**config.mk**
```make
export PLATFORM = sky130hd
export DESIGN_NAME = serial_mouse_packet_decoder_top
export DESIGN_NICKNAME = d
export VERILOG_FILES = /design/src/rtl/smpd_pkg.sv /design/src/rtl/smpd_core.sv /design/src/rtl/serial_mouse_packet_decoder_top.sv
export SDC_FILE = /design/constraint.sdc
export NUM_CORES = 1
export LEC_CHECK = 0
export BUFFER_PORTS_ARGS = -buffer_cell sky130_fd_sc_hd__buf_2
export CAP_MARGIN = 30
export CORE_ASPECT_RATIO = 2
export CORE_MARGIN = 5
export CORE_UTILIZATION = 45
export DETAILED_ROUTE_END_ITERATION = 10
export GPL_ROUTABILITY_DRIVEN = 0
export PLACE_DENSITY = 0.68
export SYNTH_ARGS = -nofsm -noshare
export SYNTH_HDL_FRONTEND = slang
export SYNTH_SLANG_ARGS = --single-unit
```
**constraint.sdc**
```tcl
create_clock -name aclk -period 2.32 [get_ports aclk]
set_input_delay 0.348 -clock aclk [delete_from_list [all_inputs] [get_ports aclk]]
set_output_delay 0.348 -clock aclk [all_outputs]
set_load 0.05 [all_outputs]
```
**src/rtl/smpd_pkg.sv**
```systemverilog
`default_nettype none

package smpd_pkg;

    localparam int ACC_WIDTH_DEF = 16;
    localparam int OUT_W         = 16;
    localparam int DELTA_W       = 8;

    localparam logic [1:0] OP_BYTE    = 2'd0;
    localparam logic [1:0] OP_POLL    = 2'd1;
    localparam logic [1:0] OP_RESTART = 2'd2;

    localparam logic [2:0] POS_FIRST  = 3'd1;
    localparam logic [2:0] POS_THIRD  = 3'd3;
    localparam logic [2:0] POS_FOURTH = 3'd4;
    localparam logic [2:0] POS_MAX    = 3'd7;

    typedef struct packed {
        logic [1:0] opcode;
        logic [7:0] rx_byte;
    } smpd_in_t;

    typedef struct packed {
        logic signed [OUT_W-1:0] delta_x;
        logic signed [OUT_W-1:0] delta_y;
        logic                    left_button;
        logic                    right_button;
        logic                    middle_button;
    } smpd_out_t;

endpackage

`default_nettype wire

```
**src/rtl/smpd_core.sv**
```systemverilog
`default_nettype none

module smpd_core
    import smpd_pkg::*;
#(
    parameter int ACC_WIDTH = ACC_WIDTH_DEF
) (
    input  wire logic      aclk,
    input  wire logic      aresetn,
    input  wire logic      item_en,
    input  wire smpd_in_t  item,
    output smpd_out_t      report
);

    logic [2:0]                  pos_reg, pos_next;
    logic [7:0]                  byte0_reg, byte0_next;
    logic [7:0]                  byte1_reg, byte1_next;
    logic signed [ACC_WIDTH-1:0] sum_x_reg, sum_x_next;
    logic signed [ACC_WIDTH-1:0] sum_y_reg, sum_y_next;
    logic [2:0]                  btn_reg, btn_next;
    logic                        ignore_reg, ignore_next;

    logic [2:0]                  pos_eff;
    logic [2:0]                  pos_new;
    logic [DELTA_W-1:0]          dx;
    logic [DELTA_W-1:0]          dy;
    logic signed [ACC_WIDTH-1:0] add_x;
    logic signed [ACC_WIDTH-1:0] add_y;
    logic signed [ACC_WIDTH-1:0] rx;
    logic signed [ACC_WIDTH-1:0] ry;
    logic signed [OUT_W-1:0]     rpt_x;
    logic signed [OUT_W-1:0]     rpt_y;

    function automatic logic signed [ACC_WIDTH-1:0] sat_add(
        input logic signed [ACC_WIDTH-1:0] acc,
        input logic [DELTA_W-1:0]          d
    );
        logic [ACC_WIDTH:0] wide;
        wide = {acc[ACC_WIDTH-1], acc}
             + {{(ACC_WIDTH+1-DELTA_W){d[DELTA_W-1]}}, d};
        if (wide[ACC_WIDTH] != wide[ACC_WIDTH-1]) begin
            sat_add = wide[ACC_WIDTH] ? {1'b1, {(ACC_WIDTH-1){1'b0}}}
                                      : {1'b0, {(ACC_WIDTH-1){1'b1}}};
        end else begin
            sat_add = wide[ACC_WIDTH-1:0];
        end
    endfunction

    // packet parsing
    assign pos_eff = item.rx_byte[6] ? 3'd0 : pos_reg;
    assign pos_new = (pos_eff == POS_MAX) ? POS_MAX : pos_eff + 3'd1;
    assign dx      = {byte0_reg[1:0], byte1_reg[5:0]};
    assign dy      = {byte0_reg[3:2], item.rx_byte[5:0]};
    assign add_x   = sat_add(sum_x_reg, dx);
    assign add_y   = sat_add(sum_y_reg, dy);

    always_comb begin
        pos_next    = pos_reg;
        byte0_next  = byte0_reg;
        byte1_next  = byte1_reg;
        sum_x_next  = sum_x_reg;
        sum_y_next  = sum_y_reg;
        btn_next    = btn_reg;
        ignore_next = ignore_reg;
        rx          = sum_x_reg;
        ry          = sum_y_reg;
        if (ignore_reg) begin
            rx = '0;
            ry = '0;
        end
        if (item_en) begin
            case (item.opcode)
                OP_BYTE: begin
                    pos_next = pos_new;
                    if (pos_eff == 3'd0) begin
                        byte0_next = item.rx_byte;
                    end
                    if (pos_eff == 3'd1) begin
                        byte1_next = item.rx_byte;
                    end
                    if (pos_new == POS_FIRST) begin
                        btn_next[1:0] = item.rx_byte[5:4];
                    end else if (pos_new == POS_THIRD) begin
                        sum_x_next = add_x;
                        sum_y_next = add_y;
                    end else if (pos_new == POS_FOURTH) begin
                        btn_next[2] = item.rx_byte[5];
                    end
                end
                OP_POLL: begin
                    if (ignore_reg) begin
                        btn_next = '0;
                        if (sum_x_reg != '0 || sum_y_reg != '0) begin
                            ignore_next = 1'b0;
                        end
                    end
                    sum_x_next = '0;
                    sum_y_next = '0;
                end
                OP_RESTART: begin
                    pos_next    = '0;
                    byte0_next  = '0;
                    byte1_next  = '0;
                    sum_x_next  = '0;
                    sum_y_next  = '0;
                    ignore_next = 1'b1;
                end
                default: begin
                end
            endcase
        end
    end

    // fit the accumulators into the report width
    if (ACC_WIDTH > OUT_W) begin : g_sat
        localparam logic signed [ACC_WIDTH-1:0] OMAX =
            {{(ACC_WIDTH-OUT_W+1){1'b0}}, {(OUT_W-1){1'b1}}};
        localparam logic signed [ACC_WIDTH-1:0] OMIN = ~OMAX;
        always_comb begin
            if (rx > OMAX) begin
                rpt_x = {1'b0, {(OUT_W-1){1'b1}}};
            end else if (rx < OMIN) begin
                rpt_x = {1'b1, {(OUT_W-1){1'b0}}};
            end else begin
                rpt_x = rx[OUT_W-1:0];
            end
            if (ry > OMAX) begin
                rpt_y = {1'b0, {(OUT_W-1){1'b1}}};
            end else if (ry < OMIN) begin
                rpt_y = {1'b1, {(OUT_W-1){1'b0}}};
            end else begin
                rpt_y = ry[OUT_W-1:0];
            end
        end
    end else if (ACC_WIDTH == OUT_W) begin : g_eq
        assign rpt_x = rx;
        assign rpt_y = ry;
    end else begin : g_ext
        assign rpt_x = {{(OUT_W-ACC_WIDTH){rx[ACC_WIDTH-1]}}, rx};
        assign rpt_y = {{(OUT_W-ACC_WIDTH){ry[ACC_WIDTH-1]}}, ry};
    end

    assign report.delta_x       = rpt_x;
    assign report.delta_y       = rpt_y;
    assign report.left_button   = ignore_reg ? 1'b0 : btn_reg[1];
    assign report.right_button  = ignore_reg ? 1'b0 : btn_reg[0];
    assign report.middle_button = ignore_reg ? 1'b0 : btn_reg[2];

    always_ff @(posedge aclk) begin
        if (!aresetn) begin
            pos_reg    <= '0;
            byte0_reg  <= '0;
            byte1_reg  <= '0;
            sum_x_reg  <= '0;
            sum_y_reg  <= '0;
            btn_reg    <= '0;
            ignore_reg <= 1'b1;
        end else begin
            pos_reg    <= pos_next;
            byte0_reg  <= byte0_next;
            byte1_reg  <= byte1_next;
            sum_x_reg  <= sum_x_next;
            sum_y_reg  <= sum_y_next;
            btn_reg    <= btn_next;
            ignore_reg <= ignore_next;
        end
    end

endmodule

`default_nettype wire

```
**src/rtl/serial_mouse_packet_decoder_top.sv**
```systemverilog
// channel   ports                     payload
// input     s_valid s_ready s_data    smpd_in_t  (opcode, rx_byte)
// result    m_valid m_ready m_data    smpd_out_t (deltas, buttons)
//
// one beat per cycle in, unless a poll beat waits on a stalled report
// input beats are registered in in_reg; a poll beat's report is then registered in out_reg
// only poll beats give a report; other beats give none
// aresetn clears parser state, accumulators and buttons and arms ignore mode
// a stalled report holds a waiting poll beat, and the beats behind it wait too
`default_nettype none

module serial_mouse_packet_decoder_top
    import smpd_pkg::*;
#(
    parameter int ACC_WIDTH = ACC_WIDTH_DEF
) (
    input  wire logic      aclk,
    input  wire logic      aresetn,
    input  wire logic      s_valid,
    output logic           s_ready,
    input  wire smpd_in_t  s_data,
    output logic           m_valid,
    input  wire logic      m_ready,
    output smpd_out_t      m_data
);

    smpd_in_t  in_reg;
    logic      in_valid_reg, in_valid_next;
    smpd_out_t out_reg;
    logic      out_valid_reg, out_valid_next;
    smpd_out_t report;
    logic      is_poll;
    logic      out_free;
    logic      advance;
    logic      load;

    assign is_poll  = (in_reg.opcode == OP_POLL);
    assign out_free = !out_valid_reg || m_ready;
    assign advance  = in_valid_reg && (!is_poll || out_free);
    assign s_ready  = !in_valid_reg || advance;
    assign load     = s_valid && s_ready;

    smpd_core #(
        .ACC_WIDTH (ACC_WIDTH)
    ) u_core (
        .aclk    (aclk),
        .aresetn (aresetn),
        .item_en (advance),
        .item    (in_reg),
        .report  (report)
    );

    always_comb begin
        in_valid_next = in_valid_reg;
        if (load) begin
            in_valid_next = 1'b1;
        end else if (advance) begin
            in_valid_next = 1'b0;
        end
        out_valid_next = out_valid_reg;
        if (advance && is_poll) begin
            out_valid_next = 1'b1;
        end else if (m_ready) begin
            out_valid_next = 1'b0;
        end
    end

    always_ff @(posedge aclk) begin
        if (!aresetn) begin
            in_valid_reg  <= 1'b0;
            out_valid_reg <= 1'b0;
        end else begin
            in_valid_reg  <= in_valid_next;
            out_valid_reg <= out_valid_next;
        end
    end

    always_ff @(posedge aclk) begin
        if (load) begin
            in_reg <= s_data;
        end
        if (advance && is_poll) begin
            out_reg <= report;
        end
    end

    assign m_valid = out_valid_reg;
    assign m_data  = out_reg;

endmodule

`default_nettype wire
```
==> flow_metrics.py, run 1 <==
metrics = {
    "flow_run": {
        "maxCapViolations": 0,
    },
    "sta": {
        "setup_viol": 31,
        "fin_skew_ns": 0.01031,
        "relSlewSlack_pct": 44.85,
        "slew_viol_final": 0,
        "finalSetupTns_ns": -6.525,
        "hold_viol_final": 0,
        "worst-slew-pin-transition_ns": 0.8197,
        "period_minus_slack_ns": 2.617,
        "timing.final.ws_setup_ns": -0.2973,
        "fin_crit_sh_pct": 112.8,
        "grt_setup_unrepaired": "true",
        "max_freq_mhz": 382.1,
    },
    "route": {
        "ant_nets": 0,
        "drtPass1Iterations": 4,
        "via_per_inst": 5.991,
        "drtIter0Drc": 293,
        "wirelength_um": 19330,
        "drc": 0,
        "num_vias": 5494,
        "routedWlPerCell_um": 21.08,
    },
    "logic_synthesis": {
        "synth_area_leaders": "edfxtp_1 23%, dfxtp_1 18%, ha_1 8.6%, nor2b_1 4.9%, a21oi_1 3.5%",
        "syn_inst": 569,
        "synth_seq_area_share_pct": 41.50,
        "syn_nets": 624,
        "synthesis.area_um2": 5644,
        "ys_types": 78,
        "synth_common_cells": "51 x dfxtp_1, 44 x edfxtp_1, 44 x nor2b_1, 41 x nand2_1, 40 x a21oi_1",
        "syn_avg_cell_area_um2": 9.919,
        "yosysWarningCount": 0,
        "synth_top_area_share_pct": 23.41,
        "async_flop_share_pct": 0,
        "ys_ff_latch": 95,
        "synth-edff-count": 44,
        "synth_flop_cell": "dfxtp_1",
        "yosysMostFrequentCell": "dfxtp_1",
        "yosysTopAreaCell": "edfxtp_1",
    },
    "grt": {
        "grt_pass1_wl_um": 27140,
        "grt_pass1_vias": 5535,
        "grt_usage_pct": 23.42,
        "overflow": 0,
        "antenna_found_initial": 0,
        "grt_max_degree": 37,
    },
    "die": {
        "die_width_um": 89.19,
        "coreArea_um2": 12480,
        "start_util_pct": 45.22,
        "pin_count": 51,
        "die_y_um": 168.4,
        "core.rowCount": 58,
        "dieArea_um2": 15020,
    },
    "power": {
        "p_per_area_nw_per_um2": 452.6,
        "ir_drop_uv": 456.2,
        "p_clk_share_pct": 41.8,
        "power_mw": 3.753,
        "p_comb_share_pct": 10.7,
        "leakage_nw": 3.454,
        "seqPwrFrac_pct": 47.5,
        "p_sw_mw": 0.9561,
        "p_int_mw": 2.797,
        "switching_share_pct": 25.47,
    },
    "layout": {
        "fin_nets": 817,
        "synthToLayoutAreaGrowth_pct": 46.93,
        "insertedDiodeCount": 0,
        "drive_above_1_share_pct": 44.07,
        "largest_register_ff_count": 35,
        "fin_cells": 917,
    },
    "place": {
        "port_buffers": 49,
        "place_ws_ns": -0.3649,
        "dpl.cell_count": 879,
        "hpwl_um": 13040,
    },
    "clocking": {
        "cts_made_buffers": 9,
        "cts_max_level": 3,
        "cts_tree": "built",
        "clk_latency_ns": 0.35,
        "clock-sinks": 95,
        "root_buffer": "clkbuf_16",
        "cts-hold-fix-buffers": 0,
        "clk_pin_slew_ns": 0.07,
        "clockBufferDepth": 2,
    },
    "setup_path": {
        "cp-start-kind": "register",
        "crit_required_ns": 2.60,
        "arrival_ns": 2.90,
        "cp-end-kind": "register",
        "crit_path_max_fanout": 9,
        "critPathKind": "register to register",
    },
    "outcome": {
        "outcome": "finished, violations left",
        "violations": "negative setup slack",
    },
    "hold_path": {
        "hold_class": "primary input to register",
    },
}
==> cells by family (layout without fill, tap and decap cells) <==
group / Yosys count / count (layout) / synth area share, %
AOI/OAI and AO/OA: 160 / 160 / 20.75
xor gates and xnor gates: 23 / 23 / 3.569
adders and majority gates: 41 / 41 / 9.355
buffers and inverters: 31 / 227 / 2.460
DFF: 95 / 95 / 41.50
muxes: 11 / 11 / 1.951
and+or+nand+nor: 208 / 210 / 20.42
==> metrics by stage <==
stage | utilization (%) | instance area [um^2] | hold WS (ns)
2_1_floorplan | - | 5754 | 0.4446
5_1_grt | 66.44 | 8293 | 0.1649
6_report | 66.44 | 8293 | 0.1722
4_1_cts | 62.60 | 7814 | 0.1682
3_3_place_gp | 56.56 | 7059 | 0.4593
3_5_place_dp | 56.56 | 7059 | 0.4701
==> final timing paths <==
path | start | to | slack (ns) | cells past startpoint
worst max-delay path | in_reg[0]$_DFFE_PP_ | u_core.sum_y_reg[15]$_SDFFE_PN0P_ | -0.30 | 9
worst min-delay path | s_data[1] | in_reg[1]$_DFFE_PP_ | 0.17 | 1
worst max register to register | in_reg[0]$_DFFE_PP_ | u_core.sum_y_reg[15]$_SDFFE_PN0P_ | -0.30 | 9
worst min register to register | u_core.btn_reg[0]$_SDFFE_PN0P_ | u_core.btn_reg[0]$_SDFFE_PN0P_ | 0.48 | 2
==> worst max-delay path, stage by stage, from the launching register on <==
cell      delay, ns
edfxtp_1       0.41
ha_2           0.21
fa_2           0.37
a211oi_4       0.28
o211ai_1       0.16
and2_4         0.18
a221oi_4       0.33
nor2_4         0.15
or3_1          0.33
a21oi_1        0.14
==> per-layer routing <==
layer,GRT usage (%),up-vias,part of all wire (%)
met4,16.53,0,7.3
met3,3.085,86,4.7
li1,-,2522,-
met2,42.72,243,55
met5,0,-,0
met1,22.97,2643,33
==> repair_timing <==
action / 4_1_cts / 5_1_grt
setup endpoints to repair: 31 / 32
cloned: 1 / 1
buffers inserted: 13 / 15
pin swaps: 50 / 53
resized for setup: 78 / 69
hold endpoints to repair: 0 / 0
==> layout make-up <==
class | instances | area, um^2
multi-input combinational | 445 | 3902
timing repair buffer | 197 | 1478
fill | 907 | 4189
sequential | 95 | 2361
inverter | 14 | 52.55
clock inverter | 7 | 86.33
clock buffer | 9 | 225.2
tap | 150 | 187.7
==> power groups by stage <==
stage               clock, mW  sequential [mW]  combinational, mW
finish                   1.57             1.78              0.400
global placement            0             1.82              0.302
floorplan                   0             1.84              0.173
CTS                      1.57             1.78              0.347
detailed placement          0             1.82              0.309
global route             1.65             1.79              0.424
==> placed cells by master (no fill, tap or decap), types with 6 or more instances in the layout <==
master     netlist  final
buf_4            0    126
buf_2            5     49
nor2b_1         44     44
edfxtp_1        44     44
dfxtp_1         51     42
nor2_1          39     37
nand2_1         41     36
a21oi_1         40     34
o21ai_0         28     25
ha_1            39     21
buf_6            2     17
ha_4             0     15
xnor2_1         15     14
inv_1           13     11
a21o_1          13     11
mux2i_1         11     11
nor4_1           9      9
clkbuf_16        0      9
a211oi_2         7      8
xor2_1           8      8
nand2b_1         7      7
and2_1          13      6
or3_1            7      6
and2_4           0      6
nand3_2          2      6
dfxtp_2          0      6
(Power assumes the default switching activity.)
==> run 2, diff against run 1 <==
==> constraint.sdc (replaced) <==
create_clock -name aclk -period 2.32 [get_ports aclk]
set_input_delay 0.348 -clock aclk [delete_from_list [all_inputs] [get_ports aclk]]
set_output_delay 0.348 -clock aclk [all_outputs]
set_load 0.005 [all_outputs]
==> flow_metrics.py, run 2 (same netlist as run 1, synthesis figures left out) <==
metrics = {
    "setup_path": {
        "arrival_ns": 2.77,
        "worstRegToRegCells": 12,
        "critPathKind": "register to register",
        "crit_path_max_fanout": 5,
        "crit_path_max_incr_delay_ns": 0.37,
        "timing.rr.start": "u_core.sum_x_reg[1]$_SDFFE_PN0P_",
        "cp_num_buf_inv": 4,
        "crit_cells": 12,
        "crit_family": "compound AO/OA/AOI/OAI gates",
        "cp-start-kind": "register",
        "cp-end-kind": "register",
        "crit_chain": "ha_4, a21o_1, a2111oi_4, buf_4, nor3_4, buf_4, nor3_4, o21ai_4, buf_6, buf_8, a311oi_2, nor2_1",
        "crit_required_ns": 2.55,
        "timing.rr.end": "u_core.sum_x_reg[5]$_SDFFE_PN0P_",
        "r2r_setup_slack_ns": -0.23,
        "cp-endpoint": "u_core.sum_x_reg[5]$_SDFFE_PN0P_",
        "cp-startpoint": "u_core.sum_x_reg[1]$_SDFFE_PN0P_",
        "slowest_stage": "dfxtp_4",
    },
    "die": {
        "die_width_um": 89.19,
        "coreArea_um2": 12480,
        "core.rowCount": 58,
        "die_y_um": 168.4,
        "dieArea_um2": 15020,
        "pin_count": 51,
        "start_util_pct": 45.22,
    },
    "sta": {
        "worst-slew-pin-transition_ns": 0.6785,
        "fin_crit_sh_pct": 109.8,
        "whs_ns": 0.1820,
        "timing.final.ws_setup_ns": -0.2278,
        "period_minus_slack_ns": 2.548,
        "grt_setup_unrepaired": "true",
        "hold_viol_final": 0,
        "max_freq_mhz": 392.5,
        "setup_viol": 31,
        "slew_viol_final": 0,
        "relSlewSlack_pct": 54.72,
        "fin_skew_ns": 0.008559,
    },
    "clocking": {
        "clk_pin_slew_ns": 0.07,
        "clock-sinks": 95,
        "cts-hold-fix-buffers": 0,
        "cts_made_buffers": 9,
        "clockBufferDepth": 2,
        "root_buffer": "clkbuf_16",
        "clk_latency_ns": 0.34,
        "cts_max_level": 3,
        "cts_tree": "built",
    },
    "route": {
        "via_per_inst": 5.843,
        "ant_nets": 0,
        "wirelength_um": 18360,
        "drtPass1Iterations": 4,
        "num_vias": 5411,
        "routedWlPerCell_um": 19.83,
        "drc": 0,
        "drtIter0Drc": 277,
    },
    "power": {
        "p_per_area_nw_per_um2": 443.3,
        "power_mw": 3.602,
        "ir_drop_uv": 530.6,
        "leakage_nw": 3.473,
    },
    "place": {
        "hpwl_um": 12940,
        "port_buffers": 49,
    },
    "layout": {
        "insertedDiodeCount": 0,
        "fin_nets": 826,
        "multi_input_area_um2": 3689,
        "largest_register_ff_count": 35,
        "final_common_cell": "buf_4",
        "layout_common_cells": "142 x buf_4, 49 x buf_2, 44 x nor2b_1, 44 x edfxtp_1, 42 x dfxtp_1",
        "ff_latch_area_um2": 2364,
        "drive_above_1_share_pct": 42.27,
        "fillers": 919,
        "synthToLayoutAreaGrowth_pct": 43.98,
    },
    "outcome": {
        "outcome": "finished, violations left",
        "violations": "negative setup slack",
    },
    "flow_run": {
        "maxCapViolations": 0,
    },
    "hold_path": {
        "hold_class": "primary input to register",
    },
    "grt": {
        "grt_usage_pct": 23.00,
        "grt_max_degree": 37,
        "overflow": 0,
        "antenna_found_initial": 0,
        "grt_pass1_wl_um": 26620,
        "grt_pass1_vias": 5499,
    },
}
-- run 2: worst min-delay path by stage --
stage                                           from                               end  cells past startpoint
detailed placement  u_core.byte1_reg[4]$_SDFFE_PN0P_  u_core.byte1_reg[4]$_SDFFE_PN0P_                      2
floorplan             u_core.btn_reg[0]$_SDFFE_PN0P_    u_core.btn_reg[0]$_SDFFE_PN0P_                      2
global route                               s_data[6]               in_reg[6]$_DFFE_PP_                      1
finish                                     s_data[6]               in_reg[6]$_DFFE_PP_                      1
CTS                                        s_data[6]               in_reg[6]$_DFFE_PP_                      1
global placement      u_core.btn_reg[0]$_SDFFE_PN0P_    u_core.btn_reg[0]$_SDFFE_PN0P_                      2
-- run 2: final cells by class --
type / count / share of cell area [%]
Tap cell: 150 / 2.309
Clock buffer: 9 / 2.771
Inverter: 14 / 0.6467
Clock inverter: 7 / 0.8006
Sequential cell: 95 / 29.08
Multi-Input combinational cell: 444 / 45.39
Timing Repair Buffer: 207 / 19.00
-- run 2: per-layer routing --
metal	part of all wire (%)	track usage, %	wire, um
met3	4.1	2.400	762
met4	8.1	15.04	1480
met5	0	0	0
met2	55	43.78	10020
met1	33	21.75	6103
-- run 2: what timing repair did --
item / CTS / global route
buffers inserted: 10 / 19
pin swaps: 50 / 37
resized for setup: 72 / 46
endpoints found under the setup margin: 31 / 32
gates cloned: 2 / 1
-- run 2: where the power goes --
| part | internal [mW] | switching [mW] |
|---|---|---|
| clock network | 0.758 | 0.692 |
| registers | 1.76 | 0.0179 |
| logic | 0.168 | 0.202 |
-- run 2: stage by stage --
stage / setup slack [ns] / TNS [ns] / util, % / cell area, um^2 / cells
after global placement: -0.3560 / -5.777 / 56.69 / 7076 / 881
after detailed placement: -0.3722 / -7.686 / 56.69 / 7076 / 881
after CTS: -0.2122 / -4.303 / 62.21 / 7765 / 908
after global routing: -0.3067 / -7.796 / 65.11 / 8127 / 926
after floorplan: -0.07734 / -0.1771 / - / 5731 / 569
final: -0.2278 / -5.024 / 65.11 / 8127 / 926
-- run 2: worst register-to-register path: cells and delay by family (launching register included) --
kind	cells	cell delay (ns)
AO/OA/AOI/OAI	4	0.90
adder cells (fa/ha/maj)	1	0.23
buffers and inverters	4	0.59
flip-flops	1	0.37
AND/OR/NAND/NOR	3	0.35
==> run 3, diff against run 2 <==
--- a/config.mk
+++ b/config.mk
@@ -7,8 +7,7 @@
 export LEC_CHECK = 0
 export BUFFER_PORTS_ARGS = -buffer_cell sky130_fd_sc_hd__buf_2
 export CAP_MARGIN = 30
-export CORE_ASPECT_RATIO = 2
-export CORE_MARGIN = 5
+export CORE_MARGIN = 3
 export CORE_UTILIZATION = 45
 export DETAILED_ROUTE_END_ITERATION = 10
 export GPL_ROUTABILITY_DRIVEN = 0
==> flow_metrics.py, run 3 (same netlist as run 1, synthesis figures left out) <==
metrics = {
    "route": {
        "drtPass1Iterations": 5,
        "drc": 0,
        "num_vias": 5204,
        "routedWlPerCell_um": 17.86,
        "ant_nets": 0,
        "wirelength_um": 16360,
        "drtIter0Drc": 372,
        "via_per_inst": 5.681,
    },
    "die": {
        "pin_count": 51,
        "die_width_um": 118.0,
        "die_y_um": 118.0,
        "core.rowCount": 40,
        "coreArea_um2": 12110,
        "dieArea_um2": 13920,
        "start_util_pct": 46.60,
    },
    "grt": {
        "grt_pass1_wl_um": 25310,
        "grt_max_degree": 37,
        "grt_usage_pct": 22.64,
        "antenna_found_initial": 1,
        "grt_pass1_vias": 5149,
        "overflow": 0,
    },
    "clocking": {
        "cts_made_buffers": 9,
        "clk_pin_slew_ns": 0.06,
        "cts-hold-fix-buffers": 0,
        "cts_tree": "built",
        "clock-sinks": 95,
        "root_buffer": "clkbuf_16",
        "clk_latency_ns": 0.36,
        "clockBufferDepth": 2,
        "cts_max_level": 3,
    },
    "sta": {
        "max_freq_mhz": 396.9,
        "whs_ns": 0.1704,
        "period_minus_slack_ns": 2.520,
        "timing.final.ws_setup_ns": -0.1996,
        "worst-slew-pin-transition_ns": 0.6211,
        "grt_setup_unrepaired": "true",
        "finalSetupTns_ns": -3.382,
        "fin_crit_sh_pct": 108.6,
        "slew_viol_final": 0,
        "hold_viol_final": 0,
        "setup_viol": 31,
        "fin_skew_ns": 0.01198,
        "relSlewSlack_pct": 58.55,
    },
    "power": {
        "p_per_area_nw_per_um2": 445.2,
        "leakage_nw": 3.294,
        "power_mw": 3.554,
        "ir_drop_uv": 640.1,
    },
    "place": {
        "dpl_cell_area_um2": 6963,
        "hpwl_um": 11610,
        "dpl.cell_count": 881,
        "place_ws_ns": -0.3099,
        "port_buffers": 49,
    },
    "layout": {
        "fin_cells": 916,
        "utilization_pct": 65.90,
        "insertedDiodeCount": 0,
        "drive_above_1_share_pct": 40.78,
        "final_common_cell": "buf_4",
        "fin_nets": 798,
        "finalInstanceArea_um2": 7981,
        "layout_common_cells": "111 x buf_4, 49 x buf_2, 44 x nor2b_1, 44 x edfxtp_1, 43 x dfxtp_1",
        "synthToLayoutAreaGrowth_pct": 41.41,
        "largest_register_ff_count": 35,
    },
    "setup_path": {
        "cp_num_buf_inv": 2,
        "arrival_ns": 2.76,
        "crit_path_max_fanout": 4,
        "crit_path_max_incr_delay_ns": 0.44,
        "crit_family": "compound AO/OA/AOI/OAI gates",
        "slowest_stage": "edfxtp_1",
        "critPathKind": "register to register",
        "crit_chain": "ha_4, fa_2, a211oi_2, o211ai_1, and2_4, a221oi_4, buf_4, o21ai_4, buf_6, nand3_2, a21oi_2",
        "r2r_setup_slack_ns": -0.20,
        "cp-start-kind": "register",
        "cp-end-kind": "register",
        "crit_required_ns": 2.56,
    },
    "hold_path": {
        "hold_class": "primary input to register",
    },
    "outcome": {
        "violations": "negative setup slack",
        "outcome": "finished, violations left",
    },
    "flow_run": {
        "maxCapViolations": 0,
    },
}
## run 3: area by class of cell
type                       count  area [um^2]
clock buffer                  10        230.2
clock inverter                 6        48.80
fill                         959         4130
inverter                      14        52.55
multi-input combinational    445         3737
sequential                    95         2365
tap                          168        210.2
timing repair buffer         178         1338
## run 3: path summary, 6_finish.rpt
path                                                  startpoint                                to  cells after the start
worst max-delay path                         in_reg[0]$_DFFE_PP_  u_core.sum_y_reg[9]$_SDFFE_PN0P_                     11
worst min-delay path                                   s_data[4]               in_reg[4]$_DFFE_PP_                      1
worst max register to register               in_reg[0]$_DFFE_PP_  u_core.sum_y_reg[9]$_SDFFE_PN0P_                     11
worst min register to register  u_core.byte1_reg[5]$_SDFFE_PN0P_  u_core.byte1_reg[5]$_SDFFE_PN0P_                      2
## run 3: where the power goes
part           switching, mW  total [mW]  internal [mW]
sequential            0.0181        1.78           1.76
clock                  0.677        1.43          0.749
combinational          0.193       0.347          0.154
## run 3: routing by layer
metal,routed length (um),vias to the layer above,GRT usage (%)
met5,20,-,0
met4,291,2,7.985
met3,853,24,6.247
met2,7993,155,36.97
met1,7204,2539,28.86
li1,-,2484,-
## run 3: what timing repair did
item,CTS,global route
cloned,2,2
setup endpoints to repair,31,32
pin swaps,39,49
setup buffers,11,7
resized for setup,61,68
